[src/hdl/mm_pkg.sv]
`default_nettype none
package mm_pkg;

  // Fixed field widths
  localparam int CFG_DIM_W  = 4;
  localparam int IN_IDX_W   = 3;
  localparam int OUT_IDX_W  = 3;
  localparam int VALUE_W    = 16;
  localparam int PROD_W     = 36;
  localparam int APB_DATA_W = 32;
  localparam int APB_ADDR_W = 4;

  // Parameter defaults
  localparam int MAX_DIM_DEF    = 8;
  localparam int DATA_WIDTH_DEF = 16;

  // Register indexes and reset value
  localparam logic [1:0] REG_ROWS_A    = 2'd0;
  localparam logic [1:0] REG_INNER_LEN = 2'd1;
  localparam logic [1:0] REG_COLS_B    = 2'd2;
  localparam logic [CFG_DIM_W-1:0] DIM_RESET = 4'd8;

  // Item kinds
  localparam logic [1:0] KIND_WR_A    = 2'd0;
  localparam logic [1:0] KIND_WR_B    = 2'd1;
  localparam logic [1:0] KIND_COMPUTE = 2'd2;

  typedef struct packed {
    logic [1:0]                 kind;
    logic [IN_IDX_W-1:0]        row;
    logic [IN_IDX_W-1:0]        col;
    logic signed [VALUE_W-1:0]  value;
  } in_item_t;

  typedef struct packed {
    logic [OUT_IDX_W-1:0]       out_row;
    logic [OUT_IDX_W-1:0]       out_col;
    logic signed [PROD_W-1:0]   product;
    logic                       last;
  } out_item_t;

  // One multiply-accumulate term issued by the sequencer
  typedef struct packed {
    logic valid;
    logic first;
    logic last;
  } term_ctl_t;

  // Accumulator status back to the sequencer
  typedef struct packed {
    logic                     done;
    logic signed [PROD_W-1:0] acc;
  } mac_stat_t;

  typedef enum logic [1:0] {
    ST_IDLE,
    ST_RUN,
    ST_DRAIN,
    ST_EMIT
  } seq_state_t;

endpackage
`default_nettype wire

[src/hdl/mm_store.sv]
`default_nettype none
module mm_store #(
  parameter int DEPTH = mm_pkg::MAX_DIM_DEF * mm_pkg::MAX_DIM_DEF,
  parameter int WIDTH = mm_pkg::DATA_WIDTH_DEF
) (
  input  wire                          clk,
  input  wire                          wr_en,
  input  wire  [$clog2(DEPTH)-1:0]     wr_addr,
  input  wire  [WIDTH-1:0]             wr_data,
  input  wire                          rd_en,
  input  wire  [$clog2(DEPTH)-1:0]     rd_addr,
  output logic signed [WIDTH-1:0]      rd_data
);

  logic [WIDTH-1:0] mem [DEPTH];

  // Write one element
  always_ff @(posedge clk) begin
    if (wr_en) begin
      mem[wr_addr] <= wr_data;
    end
  end

  // Registered read
  always_ff @(posedge clk) begin
    if (rd_en) begin
      rd_data <= mem[rd_addr];
    end
  end

endmodule
`default_nettype wire

[src/hdl/mm_mac.sv]
`default_nettype none
module mm_mac #(
  parameter int DATA_WIDTH = mm_pkg::DATA_WIDTH_DEF
) (
  input  wire                           clk,
  input  wire                           rst_n,
  input  mm_pkg::term_ctl_t             ctl_in,
  input  wire signed [DATA_WIDTH-1:0]   a_q,
  input  wire signed [DATA_WIDTH-1:0]   b_q,
  output mm_pkg::mac_stat_t             stat
);

  localparam int MulW = 2 * DATA_WIDTH;

  mm_pkg::term_ctl_t ctl1_r, ctl2_r;
  logic signed [MulW-1:0] mul_r;
  logic signed [MulW-1:0] mul_nxt;
  logic signed [63:0] mul_ext;
  logic signed [mm_pkg::PROD_W-1:0] acc_r, acc_nxt;
  logic done_r, done_nxt;

  // Multiply the operands that the stores just returned
  assign mul_nxt = a_q * b_q;
  assign mul_ext = 64'(mul_r);

  // Start or extend the running sum, modulo the product width
  always_comb begin
    acc_nxt  = acc_r;
    done_nxt = ctl2_r.valid && ctl2_r.last;
    if (ctl2_r.valid) begin
      if (ctl2_r.first) begin
        acc_nxt = mul_ext[mm_pkg::PROD_W-1:0];
      end else begin
        acc_nxt = acc_r + mul_ext[mm_pkg::PROD_W-1:0];
      end
    end
  end

  // Control stages
  always_ff @(posedge clk) begin
    if (!rst_n) begin
      ctl1_r <= '0;
      ctl2_r <= '0;
      done_r <= 1'b0;
    end else begin
      ctl1_r <= ctl_in;
      ctl2_r <= ctl1_r;
      done_r <= done_nxt;
    end
  end

  // Data stages
  always_ff @(posedge clk) begin
    mul_r <= mul_nxt;
    acc_r <= acc_nxt;
  end

  assign stat.done = done_r;
  assign stat.acc  = acc_r;

endmodule
`default_nettype wire

[src/hdl/mm_seq.sv]
`default_nettype none
module mm_seq #(
  parameter int MAX_DIM    = mm_pkg::MAX_DIM_DEF,
  parameter int DATA_WIDTH = mm_pkg::DATA_WIDTH_DEF
) (
  input  wire                                   clk,
  input  wire                                   rst_n,
  input  wire  [mm_pkg::CFG_DIM_W-1:0]          rows_a,
  input  wire  [mm_pkg::CFG_DIM_W-1:0]          inner_len,
  input  wire  [mm_pkg::CFG_DIM_W-1:0]          cols_b,
  input  wire                                   in_valid,
  output logic                                  in_stall,
  input  mm_pkg::in_item_t                      in_data,
  output logic                                  wr_a_en,
  output logic                                  wr_b_en,
  output logic [$clog2(MAX_DIM*MAX_DIM)-1:0]    wr_addr,
  output logic [DATA_WIDTH-1:0]                 wr_data,
  output mm_pkg::term_ctl_t                     issue,
  output logic [$clog2(MAX_DIM*MAX_DIM)-1:0]    a_addr,
  output logic [$clog2(MAX_DIM*MAX_DIM)-1:0]    b_addr,
  input  mm_pkg::mac_stat_t                     stat,
  output logic                                  out_valid,
  input  wire                                   out_stall,
  output mm_pkg::out_item_t                     out_data
);

  localparam int IdxW  = $clog2(MAX_DIM);
  localparam int AddrW = $clog2(MAX_DIM * MAX_DIM);
  localparam logic [AddrW-1:0] DimA = AddrW'(MAX_DIM);
  localparam logic [mm_pkg::CFG_DIM_W-1:0] DimC = mm_pkg::CFG_DIM_W'(MAX_DIM);
  localparam logic [mm_pkg::IN_IDX_W:0] DimW = (mm_pkg::IN_IDX_W + 1)'(MAX_DIM);

  mm_pkg::seq_state_t state_r, state_nxt;
  logic [IdxW-1:0] i_r, i_nxt, k_r, k_nxt, j_r, j_nxt;
  logic [IdxW-1:0] m_last, n_last, p_last;
  logic out_valid_r, out_valid_nxt;
  mm_pkg::out_item_t out_data_r, out_data_nxt;
  logic accept, in_range, out_free, entry_last;
  logic signed [31:0] value_ext;
  logic [IdxW-1:0] wr_row, wr_col;

  // Last index of a dimension, with zero used as one and the top clamped
  function automatic logic [IdxW-1:0] dim_last(input logic [mm_pkg::CFG_DIM_W-1:0] d);
    logic [mm_pkg::CFG_DIM_W-1:0] c;
    if (d == '0) begin
      c = '0;
    end else if (d > DimC) begin
      c = DimC - 1'b1;
    end else begin
      c = d - 1'b1;
    end
    return c[IdxW-1:0];
  endfunction

  assign m_last = dim_last(rows_a);
  assign n_last = dim_last(inner_len);
  assign p_last = dim_last(cols_b);

  // Input side: take beats only while idle
  assign in_stall = (state_r != mm_pkg::ST_IDLE);
  assign accept   = in_valid && !in_stall;
  assign in_range = ({1'b0, in_data.row} < DimW) && ({1'b0, in_data.col} < DimW);

  // Element write path
  assign value_ext = 32'($signed(in_data.value));
  assign wr_data   = value_ext[DATA_WIDTH-1:0];
  assign wr_row    = IdxW'(in_data.row);
  assign wr_col    = IdxW'(in_data.col);
  assign wr_addr   = AddrW'(wr_row) * DimA + AddrW'(wr_col);

  always_comb begin
    wr_a_en = 1'b0;
    wr_b_en = 1'b0;
    if (accept && in_range) begin
      unique case (in_data.kind)
        mm_pkg::KIND_WR_A: wr_a_en = 1'b1;
        mm_pkg::KIND_WR_B: wr_b_en = 1'b1;
        default: ;
      endcase
    end
  end

  // Operand addresses for the current term
  assign a_addr = AddrW'(i_r) * DimA + AddrW'(j_r);
  assign b_addr = AddrW'(j_r) * DimA + AddrW'(k_r);

  assign out_free   = !out_valid_r || !out_stall;
  assign entry_last = (i_r == m_last) && (k_r == p_last);

  // Next state, counters and output register load
  always_comb begin
    state_nxt     = state_r;
    i_nxt         = i_r;
    k_nxt         = k_r;
    j_nxt         = j_r;
    issue         = '0;
    out_valid_nxt = out_valid_r && out_stall;
    out_data_nxt  = out_data_r;
    unique case (state_r)
      mm_pkg::ST_IDLE: begin
        if (accept && (in_data.kind == mm_pkg::KIND_COMPUTE)) begin
          i_nxt     = '0;
          k_nxt     = '0;
          j_nxt     = '0;
          state_nxt = mm_pkg::ST_RUN;
        end
      end
      mm_pkg::ST_RUN: begin
        issue.valid = 1'b1;
        issue.first = (j_r == '0);
        issue.last  = (j_r == n_last);
        if (j_r == n_last) begin
          j_nxt     = '0;
          state_nxt = mm_pkg::ST_DRAIN;
        end else begin
          j_nxt = j_r + 1'b1;
        end
      end
      mm_pkg::ST_DRAIN: begin
        if (stat.done) begin
          state_nxt = mm_pkg::ST_EMIT;
        end
      end
      mm_pkg::ST_EMIT: begin
        if (out_free) begin
          out_valid_nxt        = 1'b1;
          out_data_nxt.out_row = mm_pkg::OUT_IDX_W'(i_r);
          out_data_nxt.out_col = mm_pkg::OUT_IDX_W'(k_r);
          out_data_nxt.product = stat.acc;
          out_data_nxt.last    = entry_last;
          if (entry_last) begin
            state_nxt = mm_pkg::ST_IDLE;
          end else begin
            state_nxt = mm_pkg::ST_RUN;
            if (k_r == p_last) begin
              k_nxt = '0;
              i_nxt = i_r + 1'b1;
            end else begin
              k_nxt = k_r + 1'b1;
            end
          end
        end
      end
      default: state_nxt = mm_pkg::ST_IDLE;
    endcase
  end

  // State register
  always_ff @(posedge clk) begin
    if (!rst_n) begin
      state_r     <= mm_pkg::ST_IDLE;
      out_valid_r <= 1'b0;
      i_r         <= '0;
      k_r         <= '0;
      j_r         <= '0;
    end else begin
      state_r     <= state_nxt;
      out_valid_r <= out_valid_nxt;
      i_r         <= i_nxt;
      k_r         <= k_nxt;
      j_r         <= j_nxt;
    end
  end

  // Result payload
  always_ff @(posedge clk) begin
    out_data_r <= out_data_nxt;
  end

  assign out_valid = out_valid_r;
  assign out_data  = out_data_r;

endmodule
`default_nettype wire

[src/hdl/matrix_multiply_core.sv]
// Element writes (kinds 0 and 1) fill the stores and give no result.
// A compute emits M*P entries. For each one, N operand reads are issued,
// the terms pass the store read, multiply and accumulate registers, and
// the output register is loaded once out_stall allows. Input is stalled
// from compute accept until the last entry is loaded.
// Synchronous reset clears control, sets all dimensions to 8, keeps the stores.
`default_nettype none
module matrix_multiply_core #(
  parameter int MAX_DIM    = mm_pkg::MAX_DIM_DEF,
  parameter int DATA_WIDTH = mm_pkg::DATA_WIDTH_DEF
) (
  input  wire                               clk,
  input  wire                               rst_n,
  input  wire                               in_valid,
  output logic                              in_stall,
  input  mm_pkg::in_item_t                  in_data,
  output logic                              out_valid,
  input  wire                               out_stall,
  output mm_pkg::out_item_t                 out_data,
  input  wire                               psel,
  input  wire                               penable,
  input  wire                               pwrite,
  input  wire  [mm_pkg::APB_ADDR_W-1:0]     paddr,
  input  wire  [mm_pkg::APB_DATA_W-1:0]     pwdata,
  output logic [mm_pkg::APB_DATA_W-1:0]     prdata,
  output logic                              pready
);

  localparam int AddrW = $clog2(MAX_DIM * MAX_DIM);

  logic [mm_pkg::CFG_DIM_W-1:0] rows_a_r, inner_len_r, cols_b_r;
  logic [1:0] reg_idx;
  logic cfg_wr;
  logic wr_a_en, wr_b_en;
  logic [AddrW-1:0] wr_addr, a_addr, b_addr;
  logic [DATA_WIDTH-1:0] wr_data;
  logic signed [DATA_WIDTH-1:0] a_q, b_q;
  mm_pkg::term_ctl_t issue;
  mm_pkg::mac_stat_t stat;

  // Configuration registers
  assign pready  = 1'b1;
  assign reg_idx = paddr[3:2];
  assign cfg_wr  = psel && penable && pwrite && pready;

  always_ff @(posedge clk) begin
    if (!rst_n) begin
      rows_a_r    <= mm_pkg::DIM_RESET;
      inner_len_r <= mm_pkg::DIM_RESET;
      cols_b_r    <= mm_pkg::DIM_RESET;
    end else if (cfg_wr) begin
      unique case (reg_idx)
        mm_pkg::REG_ROWS_A:    rows_a_r    <= pwdata[mm_pkg::CFG_DIM_W-1:0];
        mm_pkg::REG_INNER_LEN: inner_len_r <= pwdata[mm_pkg::CFG_DIM_W-1:0];
        mm_pkg::REG_COLS_B:    cols_b_r    <= pwdata[mm_pkg::CFG_DIM_W-1:0];
        default: ;
      endcase
    end
  end

  // Register readback
  always_comb begin
    unique case (reg_idx)
      mm_pkg::REG_ROWS_A:    prdata = mm_pkg::APB_DATA_W'(rows_a_r);
      mm_pkg::REG_INNER_LEN: prdata = mm_pkg::APB_DATA_W'(inner_len_r);
      mm_pkg::REG_COLS_B:    prdata = mm_pkg::APB_DATA_W'(cols_b_r);
      default:               prdata = '0;
    endcase
  end

  mm_seq #(
    .MAX_DIM    (MAX_DIM),
    .DATA_WIDTH (DATA_WIDTH)
  ) u_seq (
    .clk       (clk),
    .rst_n     (rst_n),
    .rows_a    (rows_a_r),
    .inner_len (inner_len_r),
    .cols_b    (cols_b_r),
    .in_valid  (in_valid),
    .in_stall  (in_stall),
    .in_data   (in_data),
    .wr_a_en   (wr_a_en),
    .wr_b_en   (wr_b_en),
    .wr_addr   (wr_addr),
    .wr_data   (wr_data),
    .issue     (issue),
    .a_addr    (a_addr),
    .b_addr    (b_addr),
    .stat      (stat),
    .out_valid (out_valid),
    .out_stall (out_stall),
    .out_data  (out_data)
  );

  mm_store #(
    .DEPTH (MAX_DIM * MAX_DIM),
    .WIDTH (DATA_WIDTH)
  ) u_store_a (
    .clk     (clk),
    .wr_en   (wr_a_en),
    .wr_addr (wr_addr),
    .wr_data (wr_data),
    .rd_en   (issue.valid),
    .rd_addr (a_addr),
    .rd_data (a_q)
  );

  mm_store #(
    .DEPTH (MAX_DIM * MAX_DIM),
    .WIDTH (DATA_WIDTH)
  ) u_store_b (
    .clk     (clk),
    .wr_en   (wr_b_en),
    .wr_addr (wr_addr),
    .wr_data (wr_data),
    .rd_en   (issue.valid),
    .rd_addr (b_addr),
    .rd_data (b_q)
  );

  mm_mac #(
    .DATA_WIDTH (DATA_WIDTH)
  ) u_mac (
    .clk    (clk),
    .rst_n  (rst_n),
    .ctl_in (issue),
    .a_q    (a_q),
    .b_q    (b_q),
    .stat   (stat)
  );

`ifndef SYNTHESIS
  // A compute beat makes the block busy on the next cycle
  a_compute_busy: assert property (@(posedge clk) disable iff (!rst_n)
    (in_valid && !in_stall && (in_data.kind == mm_pkg::KIND_COMPUTE)) |=> in_stall)
    else $error("compute accepted but input not stalled");

  // Store reads never overlap element writes
  a_no_read_idle: assert property (@(posedge clk) disable iff (!rst_n)
    issue.valid |-> (in_stall && !wr_a_en && !wr_b_en))
    else $error("operand read while element writes are open");

  // A finished sum only appears during a compute
  a_done_busy: assert property (@(posedge clk) disable iff (!rst_n)
    stat.done |-> in_stall)
    else $error("accumulator done outside a compute");
`endif

endmodule
`default_nettype wire
[config.mk]
export PLATFORM = sky130hd
export DESIGN_NAME = matrix_multiply_core
export DESIGN_NICKNAME = d
export VERILOG_FILES = /design/src/hdl/mm_pkg.sv /design/src/hdl/mm_store.sv /design/src/hdl/mm_mac.sv /design/src/hdl/mm_seq.sv /design/src/hdl/matrix_multiply_core.sv
export SDC_FILE = /design/constraint.sdc
export NUM_CORES = 2
export LEC_CHECK = 0
export CORE_MARGIN = 4
export CORE_UTILIZATION = 58
export CTS_BUF_LIST = sky130_fd_sc_hd__clkbuf_16
export DETAILED_ROUTE_END_ITERATION = 6
export DONT_BUFFER_PORTS = 1
export PLACE_DENSITY = 0.76
export SETUP_SLACK_MARGIN = 0.02
export SYNTH_ARGS = -nofsm -noshare
export SYNTH_HDL_FRONTEND = slang
export SYNTH_SLANG_ARGS = --single-unit
[constraint.sdc]
create_clock -name clk -period 5.7 [get_ports clk]
set_input_delay 1.14 -clock clk [delete_from_list [all_inputs] [get_ports clk]]
set_output_delay 1.14 -clock clk [all_outputs]
set_load 0.02 [all_outputs]
==> run_results.csv <==
group,metric,value,unit
yosys,synth_compound_area_frac,0.01659,
yosys,ys_seq_area_frac,0.6885,
yosys,synthSimpleGateAreaFrac,0.03249,
floorplanning,num_rows,149,
run,cap_violations,0,
global_routing,grt_max_degree,129,
worst_setup_path,critPathRequiredTime,6.35,ns
yosys,synthMuxAreaShare,0.1599,
sta,final-setup-viol-count,9,
place,gp_congestion,0.8670,
status,violations,"setup timing",
yosys,syn_avg_cell_area,19.73,um^2
drt,wl_per_cell,29.73,um
floorplanning,die_y,414.8,um
sta,max_slew_margin,0.1989,
layout,fillerInstances,10460,
worst_setup_path,timing.rr.start,"u_store_b.rd_data[4]",
layout,layout.nets,5641,
sta,fin_skew,0.06471,ns
worst_setup_path,end_kind,"flip-flop",
worst_setup_path,arrival,6.85,ns
worst_setup_path,worst_r2r_path_depth,22,
yosys,synth_cell_types,75,
clock_tree,cts.sinks,2222,
drt,first_pass_iters,6,
floorplanning,die_w,414.8,um
clock_tree,cts.clk_slew.worst_paths,0.07,ns
global_routing,track_usage,0.2652,
yosys,syn_inst,4867,
sta,finalHoldViolCount,0,
global_routing,grt_pass1_wl,337.6,mm
sta,fin_ws,-0.4974,ns
place,dp_hpwl,131.6,mm
global_routing,antenna_found_initial,18,
drt,wl,225.0,mm
worst_setup_path,startpoint,"u_store_b.rd_data[4]",
sta,worst_pin_slew,1.200,ns
worst_setup_path,crit_fanout,7,
worst_setup_path,crit_path_start_kind,"flip-flop",
drt,drt_iter0_markers,6669,
drt,vias_per_cell,6.383,
drt,antenna_left,0,
floorplanning,dieArea,0.1721,mm^2
global_routing,grt_pass1_vias,49490,
worst_setup_path,crit_end,"u_mac.mul_r[31]",
clock_tree,cts_made_buffers,210,
layout,drive_above_1_share,0.2587,
worst_setup_path,regToRegSetupSlack,-0.50,ns
place,port_buffers,0,
floorplanning,core_area,0.1648,mm^2
floorplanning,initial_core_util,0.5825,
clock_tree,htreeDepth,4,
sta,rsz0062_at_grt,"true",
worst_setup_path,reg2reg_to,"u_mac.mul_r[31]",
clock_tree,cts-root-buf,"clkbuf_16",
sta,period_share,1.087,
worst_setup_path,critPathKind,"flip-flop to flip-flop",
yosys,synth_top_family_by_area,"multiplexers",
yosys,synth_edf_count,2159,
clock_tree,max-clock-path-buffers,3,
floorplanning,io_pins,145,
layout,final_cell_mix,"2159 x edfxtp_1, 672 x mux4_2, 375 x inv_1",
clock_tree,holdBufCountCts,0,
drt,drc_errors,0,
yosys,synth-async-reset-ratio,0,
sta,fmax,0.1614,GHz
yosys,ys_seq_elements,2222,
sta,finalMaxSlewViolations,0,
yosys,ys.flop_type,"edfxtp_1",
yosys,synth_adder_area_share,0.07186,
layout,areaGrowthSynthToFinish,12.11,%
layout,layout_commonest_cell,"edfxtp_1",
worst_hold_path,worst_hold_path_type,"input pin to flip-flop",
yosys,synth_area,0.09600,mm^2
clock_tree,cts_tree,"yes",
drt,num_vias,48310,
yosys,synth_xor_area_frac,0.005839,
layout,finalCoreUtilization,0.6531,
status,status,"finished with violations",
sta,min_period,6.197,ns
yosys,yosysWarnings,0,
global_routing,gr-total-overflow,0,
clock_tree,clkLatencyLatePin,0.84,ns
[worst max-delay path: stages (launching register included)]
cell and delay (ns):
edfxtp_1 0.54, buf_6 0.20, and2_4 0.13, fa_1 0.54, inv_2 0.04, fa_1 0.47
fa_1 0.53, inv_2 0.04, fa_1 0.50, fa_1 0.50, inv_1 0.05, fa_1 0.49
inv_2 0.04, ha_4 0.23, o21a_1 0.19, o211ai_1 0.25, a21bo_2 0.20, a31oi_4 0.05
or4_4 0.45, a31oi_4 0.24, o21ai_4 0.09, mux2i_1 0.17, nand4_1 0.09
[logic make-up (layout without fill, tap and decap cells)]
family | count (synthesis) | in the layout
simple gates | 656 | 656
flops | 2222 | 2222
fa+ha+maj | 394 | 394
other cells | 2 | 47
xor+xnor | 64 | 64
buf+inv | 590 | 1058
mux | 693 | 693
compound gates | 246 | 246
[registers in the layout, indices dropped and copies added, names as in the netlist, 4 cells and up]
register and flops:
cols_b_r 4, inner_len_r 4, u_store_a.rd_data 16, u_seq.out_data 43, u_store_a.mem 1024, u_mac.acc_r 36, rows_a_r 4, u_mac.mul_r 32
u_store_b.mem 1024, u_store_b.rd_data 16
[routing by layer]
| layer | up-vias | wire length (um) | global-route usage |
|---|---|---|---|
| li1 | 19670 | - | - |
| met1 | 25370 | 84250 | 0.3720 |
| met2 | 2819 | 110500 | 0.4224 |
| met3 | 445 | 21840 | 0.05513 |
| met4 | 10 | 8398 | 0.09268 |
| met5 | - | 69 | 0 |
[worst min-delay path by stage]
| stage | slack [ns] | to | cells after the start | start |
|---|---|---|---|---|
| finish | 0.40 | inner_len_r[3] | 1 | rst_n |
| global route | 0.35 | inner_len_r[3] | 1 | rst_n |
| CTS | 0.32 | inner_len_r[3] | 1 | rst_n |
| detailed placement | 0.44 | u_mac.ctl2_r[2] | 1 | u_mac.ctl1_r[2] |
| global placement | 0.42 | u_mac.ctl2_r[2] | 1 | u_mac.ctl1_r[2] |
| floorplan | 0.41 | u_mac.ctl2_r[0] | 1 | u_mac.ctl1_r[0] |
[synth_stat cells, drive strengths merged, types with 4 or more instances]
master	number	area (um^2)
edfxtp	2159	64830
mux4	672	15130
inv	348	1306
fa	263	5265
nand2	205	769.5
nor2	194	728.2
clkbuf	147	551.8
and2	137	857.1
ha	129	1614
buf	94	519.3
a21oi	70	357.8
o21ai	66	337.8
dfxtp	63	1261
xnor2	40	350.3
nor2b	32	200.2
a21o	24	180.2
xor2	24	210.2
mux2i	18	180.2
nand2b	14	87.58
and3	13	81.33
nor3	13	65.06
nand3	12	60.06
o21a	12	90.09
o21bai	11	86.33
a21boi	8	60.06
o211ai	8	60.06
a211oi	7	52.55
a31oi	7	65.06
o31ai	7	52.55
nor3b	6	45.04
nand4	5	31.28
or3	5	31.28
nand3b	4	30.03
or4	4	33.78
[layout make-up]
type | count | area (um^2) | area share
repair buffers | 317 | 2664 | 0.02475
well taps | 2189 | 2739 | 0.02545
inverters | 349 | 1313 | 0.01219
diodes | 18 | 45.04 | 0.0004185
flip-flops and latches | 2222 | 66120 | 0.6143
clock buffers | 211 | 5280 | 0.04906
clock inverters | 181 | 1536 | 0.01428
multi-input cells | 2082 | 27930 | 0.2595
[per-stage QoR]
| step | hold slack, ns | cells | setup slack, ns | setup TNS (ns) | cell area, um^2 |
|---|---|---|---|---|---|
| floorplan | 0.4119 | 4894 | -0.3635 | -1.338 | 96310 |
| global placement | 0.4162 | 7148 | -0.5538 | -3.376 | 100500 |
| detailed placement | 0.4402 | 7148 | -0.6409 | -3.965 | 100500 |
| CTS | 0.3153 | 7546 | -0.4852 | -2.913 | 107500 |
| global route | 0.3502 | 7562 | -0.7434 | -5.881 | 107600 |
| finish | 0.4012 | 7569 | -0.4974 | -3.166 | 107600 |
[timing repair]
action                     in CTS  in global routing
gates resized for setup        25                 26
buffers inserted                6                  5
pin swaps                      26                 17
gates cloned                    0                  0
setup endpoints to repair      11                 15
Power is left out: the tool's default activity adds up to more than one toggle a clock period on the data nets, which glitch-free logic cannot reach.
